**src/hdl/cbpe_pkg.sv**
```systemverilog
// Shared constants and types for the cubic Bezier point evaluator.
package cbpe_pkg;

	localparam int NUM_POINTS     = 4;
	localparam int NUM_AXES       = 3;
	localparam int POINT_IDX_BITS = 2;
	localparam int QUEUE_DEPTH    = 4;
	localparam int QUEUE_PTR_BITS = 2;
	localparam int QUEUE_CNT_BITS = 3;

	localparam logic FUNC_LOAD = 1'b0;
	localparam logic FUNC_EVAL = 1'b1;

	localparam logic [NUM_POINTS-1:0] ALL_LOADED = {NUM_POINTS{1'b1}};

	typedef struct packed {
		logic not_empty;
		logic full;
	} cbpe_q_status_t;

endpackage

```
**src/hdl/cbpe_queue.sv**
```systemverilog
// Short job queue between the front end and the interpolation pipeline.
module cbpe_queue #(
	parameter int ENTRY_W = 210
) (
	input  logic                   clk,
	input  logic                   arst_n,
	input  logic                   push,
	input  logic [ENTRY_W-1:0]     push_data,
	input  logic                   pop,
	output logic [ENTRY_W-1:0]     head_data,
	output cbpe_pkg::cbpe_q_status_t q_status
);
	import cbpe_pkg::*;

	logic [ENTRY_W-1:0]        mem_q [QUEUE_DEPTH];
	logic [QUEUE_PTR_BITS-1:0] wr_ptr_q;
	logic [QUEUE_PTR_BITS-1:0] rd_ptr_q;
	logic [QUEUE_CNT_BITS-1:0] count_q;
	logic                      do_push;
	logic                      do_pop;

	assign q_status.not_empty = (count_q != '0);
	assign q_status.full      = (count_q == QUEUE_CNT_BITS'(QUEUE_DEPTH));
	assign do_push   = push && !q_status.full;
	assign do_pop    = pop && q_status.not_empty;
	assign head_data = mem_q[rd_ptr_q];

	always_ff @(posedge clk or negedge arst_n) begin
		if (!arst_n) begin
			wr_ptr_q <= '0;
			rd_ptr_q <= '0;
			count_q  <= '0;
		end else begin
			if (do_push) begin
				wr_ptr_q <= wr_ptr_q + 1'b1;
			end
			if (do_pop) begin
				rd_ptr_q <= rd_ptr_q + 1'b1;
			end
			if (do_push && !do_pop) begin
				count_q <= count_q + 1'b1;
			end else if (do_pop && !do_push) begin
				count_q <= count_q - 1'b1;
			end
		end
	end

	always_ff @(posedge clk) begin
		if (do_push) begin
			mem_q[wr_ptr_q] <= push_data;
		end
	end

endmodule

```
**config.mk**
```make
export PLATFORM = sky130hd
export DESIGN_NAME = cbpe_queue
export DESIGN_NICKNAME = d
export VERILOG_FILES = /design/src/hdl/cbpe_pkg.sv /design/src/hdl/cbpe_queue.sv
export SDC_FILE = /design/constraint.sdc
export NUM_CORES = 1
export LEC_CHECK = 0
export ABC_AREA = 1
export BUFFER_PORTS_ARGS = -buffer_cell sky130_fd_sc_hd__clkbuf_2
export CORE_ASPECT_RATIO = 0.6
export CORE_MARGIN = 5
export CORE_UTILIZATION = 54
export DETAILED_ROUTE_END_ITERATION = 7
export GPL_TIMING_DRIVEN = 1
export PLACE_DENSITY_LB_ADDON = 0.12
export SLEW_MARGIN = 20
export SYNTH_ARGS = -nofsm -noshare
export SYNTH_HDL_FRONTEND = slang
export SYNTH_SLANG_ARGS = --single-unit
```
**constraint.sdc**
```tcl
create_clock -name clk -period 22.3 [get_ports clk]
set_clock_uncertainty 0.2 [all_clocks]
set_input_delay 2.23 -clock clk [delete_from_list [all_inputs] [get_ports clk]]
set_output_delay 2.23 -clock clk [all_outputs]
set_load 0.02 [all_outputs]
```
## Word-level counts from Yosys, hierarchy flattened

Memory sizes are Yosys's and may differ from the RTL's.
Index checks and enable logic that the tools add are counted.

- Add/subtract/negate cells: 4
- Equality and inequality tests: 1
- Multiplexer cells: 4
- Reduce and logical (&&, ||, !) cells: 9

Operator list:

| kind | count |
|---|---|
| 3-bit 2-to-1 mux | 2 |
| 2-bit by 1-bit adder with 2-bit output, second input constant | 2 |
| 1-bit logical AND | 4 |
| 3-bit by 1-bit adder with 3-bit output, second input constant | 1 |
| 3-bit equality test, second input constant | 1 |
| 1-bit logical NOT | 3 |
| 3-bit nonzero test | 1 |
| 3-bit by 1-bit subtractor with 3-bit output, second input constant | 1 |
| 1-bit 2-to-1 mux | 2 |
| 2-bit nonzero test | 1 |

- Flip-flop bits (word level): 7
- RAM bits: 840
- Output and inout bits: 212
- Word-level logic and storage cells: 22
- Memories kept: 1

Memory list:

| memory | depth | width | rd ports | clocked after memory_dff | wr ports | RTL line | RTL |
|---|---|---|---|---|---|---|---|
| mem_q | 4 | 210 | 1 | 0 | 1 | cbpe_queue.sv:15 | `logic [ENTRY_W-1:0] mem_q [QUEUE_DEPTH];` |

## Longest topological paths before layout

- Word-level depth: 7
- Mapped depth: 12
- Mapped depth without buffers: 12

## Worst setup path before layout

No wires, ideal clock.

- Path kind: input to register
- Start point: input port push
- End point: memory mem_q[0][0], enable pin
- Setup time: 0.785 ns
- Arrival: 11.077 ns
- Required time: 21.315 ns
- Slack: 10.239 ns
- Stages: 2
- Buffers on the path: 0
- Cells stage by stage: nand2_1 nor2_1

- Cells in the longest elaborated chain, start to end: 3

Ends and longest elaborated chain:

| what | RTL line | RTL |
|---|---|---|
| start, declared | cbpe_queue.sv:7 | `input logic push,` |
| 1-bit logical AND | cbpe_queue.sv:24 | `assign do_push = push && !q_status.full;` |
| 1-bit 2-to-1 mux | cbpe_queue.sv:49 | `if (do_push) begin` |
| 1-bit 2-to-1 mux (not written as such) | cbpe_queue.sv:50 | `mem_q[wr_ptr_q] <= push_data;` |
| end, declared | cbpe_queue.sv:15 |  |

Every way passes these cells.

## Final worst setup path

- Start point: register rd_ptr_q[1]
- End point: output port head_data[105]

- Cells in the longest elaborated chain, start to end: 1

Ends and longest elaborated chain:

| what | RTL line | RTL |
|---|---|---|
| start, declared | cbpe_queue.sv:17 | `logic [QUEUE_PTR_BITS-1:0] rd_ptr_q;` |
| start signal, assigned | cbpe_queue.sv:38 | `rd_ptr_q <= rd_ptr_q + 1'b1;` |
| memory read 4 x 210 bit | n/a |  |
| end, declared | cbpe_queue.sv:10 | `output logic [ENTRY_W-1:0] head_data,` |

Every way passes these cells.

==> flow_summary_export.csv <==
group,metric,value,unit
status,status,"finished, final reports clean",
worst_hold_path,worstHoldPathType,"flip-flop to flip-flop",
synthesis,ys_seq_elements,847,
setup_path,reg2reg_from,"count_q[0]$_DFFE_PN0P_",
power,intPower,3340,uW
cells_and_area,layout_common_cells,"edfxtp_1 (840), nand2_1 (648), inv_1 (434)",
die,row_count,70,
timing,worst_pin_slew,1.08,ns
setup_path,cp-start-kind,"flip-flop",
timing,relSlewSlack,28.0,%
global_routing,grt_pass1_vias,19000,
cells_and_area,final_layout_size_suffix_gt1_share,18.8,%
timing,rsz0062_at_grt,"false",
power,switchingPower,2010,uW
placement,gp_congestion,0.759,
synthesis,synth_area_leader_cell,"edfxtp_1",
setup_path,reg2reg_to,"mem_q[2][123]$_DFFE_PP_",
cells_and_area,area_growth,15.5,%
clock_tree,cts.sinks,847,
power,clkPwrFrac,24.0,%
clock_tree,cts_root_buffer,"clkbuf_16",
clock_tree,cts_hold_buffers,0,
worst_hold_path,min_from,"count_q[2]$_DFFE_PN0P_",
worst_hold_path,min_path_cells,2,
power,leakage,0.0156,uW
setup_path,crit_type,"flip-flop to output pin",
cells_and_area,layout_commonest_cell,"edfxtp_1",
setup_path,cpMostUsedCell,"buf_4",
synthesis,synth_area,33500,um^2
routing,drt-pass1-iter-count,5,
clock_tree,cts_tree,"built",
die,core-area,61100,um^2
setup_path,crit_buf_inv,4,
routing,wl_per_cell,18.6,um
setup_path,crit_slowest_cell,"buf_4",
flow_run,drv_cap,0,
die,die_x,331,um
global_routing,grtUsageMet2,34.9,%
routing,drt_iter0_drc,1140,
timing,setup_tns,0,ns
clock_tree,htree_levels,3,
die,io_pins,426,
routing,vias,19700,
timing,period_share,30.7,%
synthesis,ys_types,17,
clock_tree,cts_made_buffers,75,
setup_path,cp.required,19.87,ns
timing,fin_ws,15.46,ns
synthesis,mappedNetlistNets,2731,
synthesis,netlist_instances,2511,
timing,slew_violations,0,
timing,max_clock_freq,146,MHz
die,dieArea,67200,um^2
placement,dp_slack,15.93,ns
cells_and_area,layoutNonFillerInstCount,3794,
global_routing,grt_pass1_wl,108000,um
global_routing,grt_max_degree,265,
cells_and_area,fill_cells,4578,
clock_tree,cts_resized,0,
placement,portBuffers,425,
placement,placed_cells,3646,
timing,whs,0.331,ns
setup_path,worstSetupEndpointType,"output pin",
routing,post_drt_via_cell_ratio,5.18,
setup_path,worst_ep_arrival_time,4.41,ns
global_routing,overflow,0,
global_routing,grt.total_usage,20.6,%
setup_path,rrSetupSlack,17.92,ns
synthesis,postSynthAreaPerCell,13.3,um^2
clock_tree,cts_buffer_depth,3,
clock_tree,clkTransAtPathRegs,0.06,ns
timing,hold_violations,0,
synthesis,synth_area_leaders,"edfxtp_1 (75%), o211ai_1 (9.4%), nand2_1 (7.3%)",
global_routing,use_met3,4.70,%
routing,drc,0,
power,comb_power_share,35.2,%
setup_path,critPathMaxFanout,77,
power,peakVddDrop,0.000120,V
power,switching_share,37.5,%
placement,dp_hpwl,42400,um
routing,drt-total-wl,70400,um
synthesis,synth_top_area_share,75.4,%
power,p_seq_share,40.8,%
global_routing,antenna_found_initial,18,
setup_path,cp_cell_sequence,"inv_6, buf_4, buf_4, o211ai_1, nand2_1, clkbuf_2",
routing,final_antenna_net_count,0,
timing,finalSetupViolCount,0,
setup_path,critPathLaunch,"rd_ptr_q[1]$_DFFE_PN0P_",
timing,min_period,6.84,ns
clock_tree,post_cts_buffers,0,
global_routing,top_usage_layer,"met2",
cells_and_area,utilization,63.2,%
power,powerDensity,138,nW/um^2
worst_hold_path,holdPathEnd,"count_q[2]$_DFFE_PN0P_",
die,initial_core_util,54.7,%
synthesis,synth-seq-area-share,75.9,%
setup_path,critPathMaxStageDelay,0.82,ns
setup_path,cp_top_family,"buffers and inverters",
synthesis,synth-warning-count,0,
clock_tree,clk_latency,0.61,ns
cells_and_area,final_nets,3115,
die,die_y,203,um
setup_path,rr_worst_depth,6,
global_routing,grt_util_met1,27.1,%
-- synth_stat cells --
library cell and instances:
buf_2 62, buf_4 14, buf_6 5, clkbuf_1 59, dfrtp_1 7, edfxtp_1 840
fa_1 1, ha_1 5, inv_1 435, inv_2 1, nand2_1 648, nand3_1 7
nand4_1 1, nor2_1 4, o211ai_1 420, o21ai_0 1, xnor2_1 1
-- through the flow --
step | instance area (um^2) | power (uW)
6_report | 38600 | 5340
3_5_place_dp | 36200 | 4130
2_1_floorplan | 33500 | 3590
4_1_cts | 38600 | 5420
3_3_place_gp | 36200 | 4090
5_1_grt | 38600 | 5650
-- sequential cells by signal, indices dropped and copies added, names as in the netlist --
| name | count |
|---|---|
| mem_q | 840 |
| count_q | 3 |
| rd_ptr_q | 2 |
| wr_ptr_q | 2 |
-- cells by family after synthesis --
group | Yosys count | synth area share, %
buf+inv | 576 | 6.96
xor+xnor | 1 | 0.0262
compound gates | 421 | 9.44
fa+ha+maj | 6 | 0.247
flops | 847 | 75.9
simple gates | 660 | 7.44
-- worst reg2reg max path: stages, from the launching register on --
cell and delay [ns]:
dfrtp_1 0.41, inv_1 0.08, nand3_1 0.16, nand2_1 0.31, nor2_4 0.85, buf_4 0.89, buf_4 1.01
-- power groups by stage --
stage	clock [uW]	sequential [uW]	combinational, uW
after global placement	0	2210	1890
after CTS	1320	2180	1920
after floorplan	0	2280	1300
final	1280	2180	1880
after global routing	1390	2200	2060
after detailed placement	0	2210	1910
-- metal layers --
metal	vias up	share of wire (%)
li1	9586	-
met1	9527	42
met2	417	50
met3	106	5.5
met4	18	2.0
met5	-	0.18
-- layout make-up --
| class | instances | area [um^2] | area share, % |
|---|---|---|---|
| tap | 828 | 1040 | 2.68 |
| sequential | 847 | 25400 | 65.7 |
| multi-input combinational | 1088 | 5770 | 14.9 |
| antenna | 8 | 20.0 | 0.0518 |
| timing repair buffer | 447 | 2320 | 5.99 |
| inverter | 436 | 1650 | 4.28 |
| clock inverter | 42 | 424 | 1.10 |
| clock buffer | 98 | 2030 | 5.24 |
-- how the worst max path moves through the flow --
stage	slack, ns	depth (start not counted)	end
floorplan	10.24	2	mem_q[0][0]$_DFFE_PP_
CTS	15.25	6	head_data[101]
global placement	16.00	6	head_data[101]
detailed placement	15.93	6	head_data[101]
finish	15.46	6	head_data[105]
global route	15.22	6	head_data[111]
Power figures use the tool's default switching activity.
