## config.mk

```make
export PLATFORM = sky130hd
export DESIGN_NAME = cbpe_front
export DESIGN_NICKNAME = d
export VERILOG_FILES = /design/src/hdl/cbpe_pkg.sv /design/src/hdl/cbpe_front.sv
export SDC_FILE = /design/constraint.sdc
export NUM_CORES = 1
export LEC_CHECK = 0
export BUFFER_PORTS_ARGS = -buffer_cell sky130_fd_sc_hd__buf_2
export CORE_MARGIN = 2
export CORE_UTILIZATION = 49
export DETAILED_ROUTE_END_ITERATION = 16
export PLACE_DENSITY_LB_ADDON = 0.2
export SYNTH_ARGS = -nofsm -noshare
export SYNTH_HDL_FRONTEND = slang
export SYNTH_SLANG_ARGS = --single-unit
```

## constraint.sdc

```tcl
create_clock -name clk -period 1.7 [get_ports clk]
set_clock_uncertainty 0.2 [all_clocks]
set_input_delay 0 -clock clk [delete_from_list [all_inputs] [get_ports clk]]
set_output_delay 0 -clock clk [all_outputs]
set_load 0.02 [all_outputs]
```

## src/hdl/cbpe_pkg.sv

```systemverilog
// Shared constants and types for the cubic Bezier point evaluator.
package cbpe_pkg;

	localparam int NUM_POINTS     = 4;
	localparam int NUM_AXES       = 3;
	localparam int POINT_IDX_BITS = 2;
	localparam int QUEUE_DEPTH    = 4;
	localparam int QUEUE_PTR_BITS = 2;
	localparam int QUEUE_CNT_BITS = 3;

	localparam logic FUNC_LOAD = 1'b0;
	localparam logic FUNC_EVAL = 1'b1;

	localparam logic [NUM_POINTS-1:0] ALL_LOADED = {NUM_POINTS{1'b1}};

	typedef struct packed {
		logic not_empty;
		logic full;
	} cbpe_q_status_t;

endpackage

```

## src/hdl/cbpe_front.sv

```systemverilog
// Front end: accepts items, stores control points and queues evaluate jobs.
module cbpe_front #(
	parameter int COORD_BITS = 16,
	parameter int FRAC_BITS  = 16,
	parameter int IN_W       = 72,
	parameter int ENTRY_W    = 1 + FRAC_BITS + 1 + 12 * COORD_BITS
) (
	input  logic                   clk,
	input  logic                   arst_n,
	input  logic                   s_tvalid,
	output logic                   s_tready,
	input  logic [IN_W-1:0]        s_tdata,
	input  logic                   s_tuser,
	input  cbpe_pkg::cbpe_q_status_t q_status,
	output logic                   push,
	output logic [ENTRY_W-1:0]     push_data
);
	import cbpe_pkg::*;

	localparam int X_LO = POINT_IDX_BITS;
	localparam int Y_LO = X_LO + COORD_BITS;
	localparam int Z_LO = Y_LO + COORD_BITS;
	localparam int T_LO = Z_LO + COORD_BITS;
	localparam logic [FRAC_BITS:0] T_ONE = {1'b1, {FRAC_BITS{1'b0}}};

	logic [NUM_AXES-1:0][NUM_POINTS-1:0][COORD_BITS-1:0] pts_q;
	logic [NUM_POINTS-1:0]     loaded_q;
	logic                      accept;
	logic                      is_load;
	logic [POINT_IDX_BITS-1:0] idx;
	logic [FRAC_BITS:0]        t_raw;
	logic [FRAC_BITS:0]        t_sat;
	logic                      missing;

	assign s_tready = !q_status.full;
	assign accept   = s_tvalid && s_tready;
	assign is_load  = (s_tuser == FUNC_LOAD);
	assign idx      = s_tdata[POINT_IDX_BITS-1:0];
	assign t_raw    = s_tdata[T_LO+FRAC_BITS:T_LO];
	assign t_sat    = (t_raw > T_ONE) ? T_ONE : t_raw;
	assign missing  = (loaded_q != ALL_LOADED);

	assign push      = accept && (s_tuser == FUNC_EVAL);
	assign push_data = {missing, t_sat, pts_q};

	always_ff @(posedge clk or negedge arst_n) begin
		if (!arst_n) begin
			loaded_q <= '0;
		end else if (accept && is_load) begin
			loaded_q[idx] <= 1'b1;
		end
	end

	always_ff @(posedge clk) begin
		if (accept && is_load) begin
			pts_q[0][idx] <= s_tdata[X_LO+COORD_BITS-1:X_LO];
			pts_q[1][idx] <= s_tdata[Y_LO+COORD_BITS-1:Y_LO];
			pts_q[2][idx] <= s_tdata[Z_LO+COORD_BITS-1:Z_LO];
		end
	end

endmodule

```

; ---- After elaboration in Yosys (flattened, before gate mapping)
; Index checks and enable logic that the tools add are counted.
[totals]
output_inout_bits = 212
wordCells = 32
register_bits = 196
in_bits = 78
[classes]
n_reduce_logical = 5
eq_ne = 1
n_lt_le_gt_ge = 3
bitwise = 2
mux = 8
[ops]
columns = cell, n
row1 = $bwmux 64, 3
row2 = $demux 16 s2, 1
row3 = $gt 17x17->1 const B, 1
row4 = $mux 17, 1
row5 = $mux 16, 1
row6 = $logic_and 1x1->1, 4
row7 = $ne 4x4->1 const B, 1
row8 = $or 4x4->4, 1
row9 = $lt 2x3->1 const B, 1
row10 = $demux 1 s2, 1
row11 = $ge 2x1->1 const B, 1
row12 = $logic_not 1->1, 1
row13 = $mux 1, 1
row14 = $not 1->1, 1

; ---- Longest topological paths before layout
; Gate-level depths: netlist of run 1.
[depth]
word_depth = 5
ltp_mapped = 3

; ---- Least setup slack after synthesis of run 1
; No wires, ideal clock.
[synth_timing]
path_type = input to register
from = in q_status[0] (netlist bit)
to = reg pts_q, in the netlist push_data[0], enable pin
arrival_ns = 2.523
cell_stages = 2
path_buffers = 0
path_slack_ns = -1.484
setup_time_ns = 0.461
t_required_ns = 1.039
path_cell_list = nor4b_1 -> nor2b_1
[synth_via]
elab_chain_len = 3
[synth_lines]
columns = item, line
row1 = from (decl), cbpe_front.sv:14  ; input cbpe_pkg::cbpe_q_status_t q_status,
row2 = $logic_not 1->1, cbpe_front.sv:35  ; assign s_tready = !q_status.full;
row3 = $logic_and 1x1->1, cbpe_front.sv:36  ; assign accept = s_tvalid && s_tready;
row4 = $logic_and 1x1->1, cbpe_front.sv:55  ; if (accept && is_load) begin
row5 = "to (signal, indexed assignment)", cbpe_front.sv:56  ; pts_q[0][idx] <= s_tdata[X_LO+COORD_BITS-1:X_LO];
row6 = "to (signal, indexed assignment)", cbpe_front.sv:57  ; pts_q[1][idx] <= s_tdata[Y_LO+COORD_BITS-1:Y_LO];
row7 = "to (signal, indexed assignment)", cbpe_front.sv:58  ; pts_q[2][idx] <= s_tdata[Z_LO+COORD_BITS-1:Z_LO];
row8 = to (decl), cbpe_front.sv:26  ; logic [NUM_AXES-1:0][NUM_POINTS-1:0][COORD_BITS-1:0] pts_q;
; No other way between the ends.
; A chain may end at the register's enable or synchronous reset.

; ---- Final worst setup path of run 1
[layout_timing]
from = in s_tdata[54]
to = out push_data[195]
[layout_via]
elab_chain_len = 2
[layout_lines]
columns = item, line
row1 = from (decl), cbpe_front.sv:12  ; input logic [IN_W-1:0] s_tdata,
row2 = $gt 17x17->1, cbpe_front.sv:40  ; assign t_sat = (t_raw > T_ONE) ? T_ONE : t_raw;
row3 = $mux 17, cbpe_front.sv:40
row4 = to (decl), cbpe_front.sv:16  ; output logic [ENTRY_W-1:0] push_data
; No other way between the ends.

==> impl_results.md, run 1 <==
- Die width: about 120 um
- Dpl hpwl: just over 9 mm
- FP Rows: 40
- Slew Limit Fails: 0
- Fin Setup TNS: 0 ps
- WL/cell: roughly 18 um
- Finish-stage setup viols: 0
- Vias per cell: roughly 4.6
- Gates resized, CTS repair: 0
- Final hold vios: 0
- Synth top area share: around 94%
- Worst Path Required: approximately 1500 ps
- Cell Area, Synth: a little over 6000 um^2
- Post-CTS Hold Buffers: just over 50
- Psw: roughly 2.1 mW
- Commonest cells post-synth: edfxtp_1 (192), nor2b_1 (16), dfrtp_1 (4), or2_2 (4)
- WP data arrival: 1140 ps
- Final nets: 670
- TritonRoute pass-1 iters: 4
- Status: finished clean
- Synth area leaders: edfxtp_1 (94%), dfrtp_1 (1.6%), nor2b_1 (1.6%)
- Tcrit/Tclk final: 78.6%
- Crit Path Max Fanout: 10
- Peak VDD IR: roughly 0.8 mV
- Core area: around 12,000 um^2
- Total number of vias: ~3.6k
- Power share of the sequential group: 56.3%
- Drt total wl: 13.6 mm
- Initial antenna violation count: 0
- Total leakage power: roughly 3.5 nW
- Sw Ratio: between 20 and 25%
- Root Driver: clkbuf_16
- DRT iter0 DRCs: about 200
- P&R area growth vs syn: 46.2%
- Count leader, synth: edfxtp_1
- Hold WC Path Type: primary input to flop
- Antenna Nets Post-Route: 0
- Area of placed instances: a little under 8000 um^2
- Die height: between 100 and 150 um
- Setup crit end kind: output port
- RSZ-0062 raised after global routing: false
- Post-Synthesis Cells: between 200 and 250
- # diodes: 0
- Clock power frac: 37.4%
- Slew of the pin with the lowest slew margin: about 380 ps
- Global-route wire length before repair: between 15 and 20 mm
- EDFF count, synth: between 150 and 200
- Count of cell types in the netlist: 17
- Headroom to the max-slew limit: between 70% and 80%
- Most used DFF post-synth: edfxtp_1
- Clock Tree Buf Depth: 2
- Crit Path Category: primary input to output port
- Layout cells sized above 1: 55.9%
- TritonCTS clock tree: yes
- # clock sinks: roughly 200
- Post-synthesis sequential area ratio: 95.2%
- Synthesized flop and latch total: slightly below 200
- Gr ovfl total: 0
- Worst skew pair latency: ~420 ps
- Initial core utilization: about half
- DRC violations left: 0
- Ys Warns: 0
- Synth async-reset ratio: 2.04%
- Worst-path clk slew: approximately 70 ps
- Final worst path period need: between 1000 and 1500 ps
- Fmax: around 750 MHz
- Setup Buffers After CTS: 0
- Largest net degree at the start of global routing: 32
- Number of global-route vias before repair: 3,634
- Final instance area: about 9000 um^2
- P per Cell Area: about 1100 nW/um^2
- CTS Buf Count: 17
- CTS H-Tree Depth: 4
- Syn nets: 311
- Gpl congestion: 0.744
- Combinational power share: 6.3%
- Max Cap Violations: 0
- Mapped Avg Cell Area: between 20 and 30 um^2
- Critical Path Start Type: primary input
- Total die area: 13,500 um^2
- I/O pin count: 290
- Pint: between 7 and 8 mW
- Total power: slightly below 10 mW
- Leading area contributor after synthesis: edfxtp_1
- Number of I/O port buffers: around 280
- GRT Total Usage: around 20%
## cells by family (layout without fill, tap and decap cells)
kind of cell / Yosys count / after routing / synth area share, %
compound gates: 1 / 1 / 0.447
buf+inv: 4 / 376 / 0.305
simple gates: 32 / 32 / 4.08
flops: 196 / 196 / 95.2
## final timing paths
kind	startpoint	endpoint	slack [ps]	depth (start not counted)
worst max register to register	loaded_q[0]	loaded_q[0]	690	1
worst min-delay path	s_tuser	push_data[5]	20	4
min in group asynchronous	arst_n	loaded_q[1]	290	3
worst max-delay path	s_tdata[54]	push_data[195]	360	5
worst min register to register	loaded_q[2]	loaded_q[2]	280	1
max in group asynchronous	arst_n	loaded_q[3]	850	3
## layer usage
metal / wire length, um / global-route usage, % / up-vias
li1: - / - / 1647
met2: 7260 / 35.3 / 194
met5: 0 / 0 / -
met3: 1490 / 8.93 / 19
met4: 203 / 7.46 / 0
met1: 4700 / 21.2 / 1727
## worst max-delay path: stages
cell     delay, ps
buf_2          110
nor4_2         360
a41oi_4        260
nor2b_1        210
buf_2          190
## cell type report
class / count / area, um^2
flip-flops and latches: 196 / 5870
fillers: 751 / 3150
repair buffers: 342 / 2070
clock buffers: 17 / 425
multi-input cells: 33 / 305
well taps: 168 / 210
clock inverters: 15 / 123
inverters: 2 / 7.51
## metrics by stage
step           utilization, %  cells  setup slack [ps]  hold WS [ps]
2_1_floorplan               -    233              15.8          -496
3_3_place_gp             65.4    690               265          -396
3_5_place_dp             65.4    690               224          -390
4_1_cts                  74.1    773               377          13.4
5_1_grt                  74.1    773               289          28.5
6_report                 74.1    773               363          20.9
## power by group through the flow
stage / registers (mW) / logic [mW] / clock network (mW)
after global routing: 5.45 / 0.646 / 3.85
after global placement: 5.55 / 0.499 / 0
final: 5.45 / 0.605 / 3.62
after floorplan: 5.66 / 0.121 / 0
after detailed placement: 5.55 / 0.512 / 0
after CTS: 5.45 / 0.606 / 3.68
## cell usage in the layout, fill, tap and decap left out, drive strengths merged, types with 3 or more instances in the layout
| cell | count |
|---|---|
| or2 | 4 |
| clkinvlp | 6 |
| clkinv | 3 |
| clkbuf | 17 |
| buf | 291 |
| nor2b | 17 |
| dlygate4sd3 | 51 |
| edfxtp | 192 |
| inv | 8 |
| nor4 | 4 |
| dfrtp | 4 |
## flip-flops by register name (all words and copies together) (netlist names)
signal / flops
loaded_q: 4
push_data: 192
No activity file was read; power rests on OpenSTA's default activity.
==> run 2: changes to the inputs <==
CORE_UTILIZATION = 46   (was 49)
clock period = 1.25 ns   (was 1.7 ns; I/O delays follow)
==> run 2 against run 1 <==
  * Sequential power increased by 36%
  * Cell area increased by 2.4%
  * Combinational power increased by 47%
  * Wire length decreased by 0.83%
  * Largest cell class unchanged
  * Count of clock-buffer cells in the layout increased by 1
  * First-iteration DRC count decreased by 2.0%
  * Worst hold slack got worse by 2.5 ps
  * Largest power group unchanged
  * Via count increased by 2.9%
  * Final cell count increased by 1.7%
  * Sequential share of layout area decreased by 1.5 points
==> impl_results.md, run 2 (synthesis results as in run 1) <==
- Crit Reg-Reg Startpoint: loaded_q[2] (was loaded_q[0])
- Dpl hpwl: 9.52 mm (was 9.31 mm)
- Pre-CTS setup slack: -207 ps (was 224 ps)
- Setup crit end kind: output port (unchanged)
- Worst path cell trace: buf_6 -> nor4_4 -> a41oi_2 -> nor2b_1 -> buf_4 (was buf_2 -> nor4_2 -> a41oi_4 -> nor2b_1 -> buf_2)
- Hold Startpoint: s_tdata[1] (was s_tuser)
- Critical Path Start Type: primary input (unchanged)
- Vias per cell: 4.69 (was 4.64)
- Total number of vias: 3,690 (was 3,587)
- Final instance area: 9230 um^2 (was 9010 um^2)
- Total power: 13.4 mW (was 9.67 mW)
- Hold WC Path Type: primary input to flop (unchanged)
- DRT iter0 DRCs: 197 (was 201)
- Layout cells sized above 1: 55.7% (was 55.9%)
- Total die area: 14,300 um^2 (was 13,500 um^2)
- TritonCTS clock tree: yes (unchanged)
- P per Cell Area: 1450 nW/um^2 (was 1070 nW/um^2)
- Crit path max-delay cell type: nor4_4 (was nor4_2)
- Fin Setup TNS: 0 ps (unchanged)
- CTS H-Tree Depth: 4 (unchanged)
- WP data arrival: 1050 ps (was 1140 ps)
- Number of global-route vias before repair: 3,738 (was 3,634)
- Finish-stage setup viols: 0 (unchanged)
- WL/cell: 17.2 um (was 17.7 um)
- RSZ-0062 raised after global routing: true (was false)
- Final worst path period need: around 1200 ps
- Tcrit/Tclk final: 99.9%
- Slew Limit Fails: 0 (unchanged)
- Status: finished clean (unchanged)
- Crit Path Category: primary input to output port (unchanged)
- Headroom to the max-slew limit: 77.8% (was 74.3%)
- Hold path cells: 4 (unchanged)
- Max FFs per register: 192 (unchanged)
- TritonRoute pass-1 iters: 5 (was 4)
- Total leakage power: 3.61 nW (was 3.53 nW)
- Core area: 13,100 um^2 (was 12,200 um^2)
- Hold Path Sink: push_data[129] (was push_data[5])
- # diodes: 0 (unchanged)
- Number of I/O port buffers: 283 (unchanged)
- Gpl congestion: 0.753 (was 0.744)
- Worst reg2reg path depth: 1 (unchanged)
- Slowest stage delay, CP: 360 ps (about the same)
- P&R area growth vs syn: 49.8% (was 46.2%)
- Area of placed instances: 8030 um^2 (was 7950 um^2)
- Crit Path Max Fanout: 5 (was 10)
- Peak VDD IR: 1.09 mV (was 0.800 mV)
- Drt total wl: 13.5 mm (was 13.6 mm)
- Largest net degree at the start of global routing: 33 (was 32)
- Die width: 120 um (was 116 um)
- Max Cap Violations: 0 (unchanged)
- Worst reg2reg path endpoint: loaded_q[2] (was loaded_q[0])
- Initial antenna violation count: 0 (unchanged)
- Die height: 120 um (was 116 um)
- Antenna Nets Post-Route: 0 (unchanged)
- I/O pin count: 290 (unchanged)
- Slew of the pin with the lowest slew margin: 331 ps (was 384 ps)
- Worst-path clk slew: 70 ps (about the same)
- Final hold vios: 0 (unchanged)
- Worst Path Required: 1050 ps (was 1500 ps)
- CTS Buf Count: 17 (unchanged)
- Final nets: 677 (was 670)
- Clock Tree Buf Depth: 2 (unchanged)
- Global-route wire length before repair: 20.0 mm (was 19.3 mm)
- CP Buf/Inv Count: 2 (unchanged)
- Initial core utilization: 46.9% (was 50.7%)
- Cell family with most CP delay: simple AND/OR/NAND/NOR gates (unchanged)
- FP Rows: 42 (was 40)
- Gr ovfl total: 0 (unchanged)
- # clock sinks: 196 (unchanged)
- GRT Total Usage: 19.2% (was 20.0%)
- Worst Slack Setup Final: 0.950 ps (was 363 ps)
- Worst skew pair latency: 410 ps (was 420 ps)
- Commonest non-fill, non-tap cell in the layout: buf_2 (unchanged)
- Reg2reg setup slack: 260 ps (was 690 ps)
- DRC violations left: 0 (unchanged)
- Non-filler cells, final: 786 (was 773)
- Most frequent cells in the layout: buf_2 (265), edfxtp_1 (192), dlygate4sd3_1 (52) (was buf_2 (283), edfxtp_1 (192), dlygate4sd3_1 (51))
- Fmax: approximately 800 MHz
- DP Cell Count: 703 (was 690)
- Root Driver: clkbuf_16 (unchanged)
run 2: cell types whose count changed in the layout (fill, tap and decap cells not counted), moves of 2 or more:
cell / before / now
inv_6: 5 / 3
buf_6: 0 / 10
buf_4: 1 / 13
nor4_4: 2 / 4
buf_2: 283 / 265
clkinvlp_4: 6 / 1
clkinv_1: 0 / 2
nor4_2: 2 / 0
bufinv_16: 0 / 2
run 2: timing repair:
action / 4_1_cts / 5_1_grt
pin swaps: 0 / 6
gates resized for setup: 4 / 25
cloned: 0 / 1
setup buffers: 0 / 0
endpoints found under the setup margin: 11 / 28
hold endpoints to repair: 244 / 0
hold buffers: 52 / 0
run 2: stage by stage:
stage,hold WS [ps],util (%)
global route,19.3,70.3
CTS,16.2,69.5
detailed placement,-391,61.1
global placement,-396,61.1
floorplan,-496,-
finish,18.4,70.3
run 2: how the worst max path moves through the flow:
| stage | start | to | slack (ps) | depth (start not counted) |
|---|---|---|---|---|
| 2_1_floorplan | q_status[0] | push_data[0] | -430 | 2 |
| 3_3_place_gp | q_status[0] | push_data[128] | -190 | 4 |
| 3_5_place_dp | q_status[0] | push_data[135] | -210 | 4 |
| 4_1_cts | loaded_q[0] | push_data[209] | -20 | 2 |
| 5_1_grt | s_tdata[50] | push_data[195] | -100 | 5 |
| 6_report | s_tdata[61] | push_data[192] | 0.9 | 5 |
run 2: layout make-up:
cell class                      count  area (um^2)
Sequential cell                   196         5870
Fill cell                         861         3910
Timing Repair Buffer              348         2220
Clock buffer                       18          429
Multi-Input combinational cell     34          358
Tap cell                          176          220
Clock inverter                     12          133
Inverter                            2         7.51
run 2: power by group:
| part | switching [mW] | internal (mW) | total [mW] |
|---|---|---|---|
| Clock | 2.18 | 2.93 | 5.12 |
| Sequential | 0.0382 | 7.37 | 7.40 |
| Combinational | 0.493 | 0.396 | 0.889 |
| Total | 2.72 | 10.7 | 13.4 |
run 2: per-layer routing:
metal  vias up  part of all wire [%]  track usage, %
li1       1667                     -               -
met1      1811                    36            20.0
met2       181                    52            33.5
met3        31                   8.6            7.56
met4         0                   3.2            9.71
met5         -                     0               0
run 2: worst min-delay path: cells and delay by family:
kind / cells / cell delay [ps]
buf+inv: 2 / 270
simple gates: 2 / 180
==> run 3: changes to the inputs <==
GPL_TIMING_DRIVEN = 0   (was unset)
==> run 3 against run 2 <==
  * Non-clock buffer count shrank 11
  * Clock power grew 6.2%
  * Cell area shrank 0.81%
  * Sequential power is essentially flat
  * Critical path depth shrank 3
  * First-iteration DRC count grew 2.0%
  * The flow now finishes with violations (hold timing, setup timing)
  * Total power grew 2.3%
  * Register-to-register slack is essentially flat
  * Largest cell class unchanged
  * Sequential share of layout area grew 0.52 points
  * Worst hold slack lost 37 ps
  * Highest routed layer unchanged
==> impl_results.md, run 3 (synthesis results as in run 1) <==
- CTS H-Tree Depth: 4 (unchanged)
- Fin Setup TNS: -49.8 ps (was 0 ps)
- Worst skew pair latency: 420 ps (was 410 ps)
- GRT Total Usage: 19.1% (was 19.2%)
- WP data arrival: 1100 ps (was 1050 ps)
- WL met1: 5.23 mm (was 4.84 mm)
- Tcrit/Tclk final: 104% (was 99.9%)
- Worst-path clk slew: 70 ps (about the same)
- TritonRoute pass-1 iters: 4 (was 5)
- CTS Buf Count: 17 (unchanged)
- Layout cells sized above 1: 55.6% (was 55.7%)
- # diodes: 0 (unchanged)
- Failing checks: hold timing, setup timing
- Most frequent cells in the layout: buf_2 (266), edfxtp_1 (192), dlygate4sd3_1 (50) (was buf_2 (265), edfxtp_1 (192), dlygate4sd3_1 (52))
- P&R area growth vs syn: 48.5% (was 49.8%)
- Hold WC Path Type: primary input to flop (unchanged)
- Die width: 120 um (unchanged)
- DP Cell Count: 694 (was 703)
- Pre-CTS setup slack: -903 ps (was -207 ps)
- FP Rows: 42 (unchanged)
- Total power: 13.7 mW (was 13.4 mW)
- Final Core Density: 69.7% (was 70.3%)
- Total number of vias: 3,634 (was 3,690)
- TritonCTS clock tree: yes (unchanged)
- Cell family with most CP delay: flip-flops (was simple AND/OR/NAND/NOR gates)
- Area of placed instances: 7900 um^2 (was 8030 um^2)
- Largest net degree at the start of global routing: 50 (was 33)
- Final hold vios: 36 (was 0)
- Number of global-route vias before repair: 3,676 (was 3,738)
- Commonest non-fill, non-tap cell in the layout: buf_2 (unchanged)
- Dpl hpwl: 8.25 mm (was 9.52 mm)
- # clock sinks: 196 (unchanged)
- Met2 routed WL: 7.18 mm (was 7.09 mm)
- WL met3: 989 um (was 1.16 mm)
- Die height: 120 um (unchanged)
- Slew Limit Fails: 0 (unchanged)
- Final instance area: 9160 um^2 (was 9230 um^2)
- Antenna Nets Post-Route: 0 (unchanged)
- Final worst path period need: 1300 ps (was 1250 ps)
- Critical Path Start Type: flop (was primary input)
- DRC violations left: 0 (unchanged)
- Max layer used: met4 (unchanged)
- Number of I/O port buffers: 283 (unchanged)
- Root Driver: clkbuf_16 (unchanged)
- Peak VDD IR: 0.979 mV (was 1.09 mV)
- DRT iter0 DRCs: 201 (was 197)
- Initial core utilization: 46.9% (unchanged)
- Crit Path Max Fanout: 2 (was 5)
- Drt total wl: 13.7 mm (was 13.5 mm)
- Crit path max-delay cell type: dfrtp_1 (was nor4_4)
- Total leakage power: 3.58 nW (was 3.61 nW)
- Crit Path Category: flop to output port (was primary input to output port)
- Worst Slack Setup Final: -49.6 ps (was 0.950 ps)
- WL/cell: 17.6 um (was 17.2 um)
- P per Cell Area: 1500 nW/um^2 (was 1450 nW/um^2)
- CP Buf/Inv Count: 1 (was 2)
- Vias per cell: 4.66 (was 4.69)
- Initial antenna violation count: 0 (unchanged)
- Headroom to the max-slew limit: 67.2% (was 77.8%)
- Gpl congestion: 0.742 (was 0.753)
- Post-CTS Hold Buffers: 50 (was 52)
- Slew of the pin with the lowest slew margin: 492 ps (was 331 ps)
- Slowest stage delay, CP: 360 ps (about the same)
- Worst hold slack: -18.2 ps (was 18.4 ps)
- I/O pin count: 290 (unchanged)
- Core area: 13,100 um^2 (unchanged)
- Finish-stage setup viols: 2 (was 0)
- Non-filler cells, final: 780 (was 786)
- Gr ovfl total: 0 (unchanged)
- Worst path cell trace: nand4_1 -> buf_6 (was buf_6 -> nor4_4 -> a41oi_2 -> nor2b_1 -> buf_4)
- Final nets: 669 (was 677)
- Clock Tree Buf Depth: 2 (unchanged)
- RSZ-0062 raised after global routing: true (unchanged)
- Global-route wire length before repair: 19.8 mm (was 20.0 mm)
- Worst Path Required: 1050 ps (about the same)
- Setup crit end kind: output port (unchanged)
- Status: finished, violations left (was finished clean)
- Max FFs per register: 192 (unchanged)
- Total die area: 14,300 um^2 (unchanged)
- Fmax: 769 MHz (was 801 MHz)
- Max Cap Violations: 0 (unchanged)
-- run 3: metal layers --
| metal | up-vias | track usage [%] |
|---|---|---|
| met3 | 24 | 6.08 |
| met5 | - | 0 |
| met4 | 0 | 8.53 |
| met2 | 175 | 33.0 |
| li1 | 1665 | - |
| met1 | 1770 | 21.9 |
-- run 3: cell type report --
class,count,area [um^2]
buffer,1,3.75
timing repair buffer,336,2070
clock buffer,17,425
fill,893,3980
sequential,196,5870
multi-input combinational,37,390
tap,176,220
inverter,2,7.51
clock inverter,15,175
-- run 3: final timing paths --
| check | start | end | slack [ps] | depth (start not counted) |
|---|---|---|---|---|
| worst max-delay path | loaded_q[2] | push_data[209] | -50 | 2 |
| worst min-delay path | s_tdata[0] | push_data[129] | -20 | 3 |
| worst max register to register | loaded_q[3] | loaded_q[3] | 260 | 1 |
| worst min register to register | loaded_q[1] | loaded_q[1] | 280 | 1 |
| max in group asynchronous | arst_n | loaded_q[1] | 400 | 3 |
| min in group asynchronous | arst_n | loaded_q[3] | 280 | 3 |
-- run 3: where the power goes --
part | switching, mW | internal (mW)
combinational | 0.486 | 0.383
clock | 2.28 | 3.17
sequential | 0.0405 | 7.37
total | 2.80 | 10.9
-- run 3: repair_timing --
item | in CTS | in global routing
endpoints found under the hold margin | 234 | 16
setup endpoints to repair | 140 | 59
pin swaps | 6 | 8
buffers inserted | 1 | 0
cloned | 3 | 1
resized for setup | 13 | 22
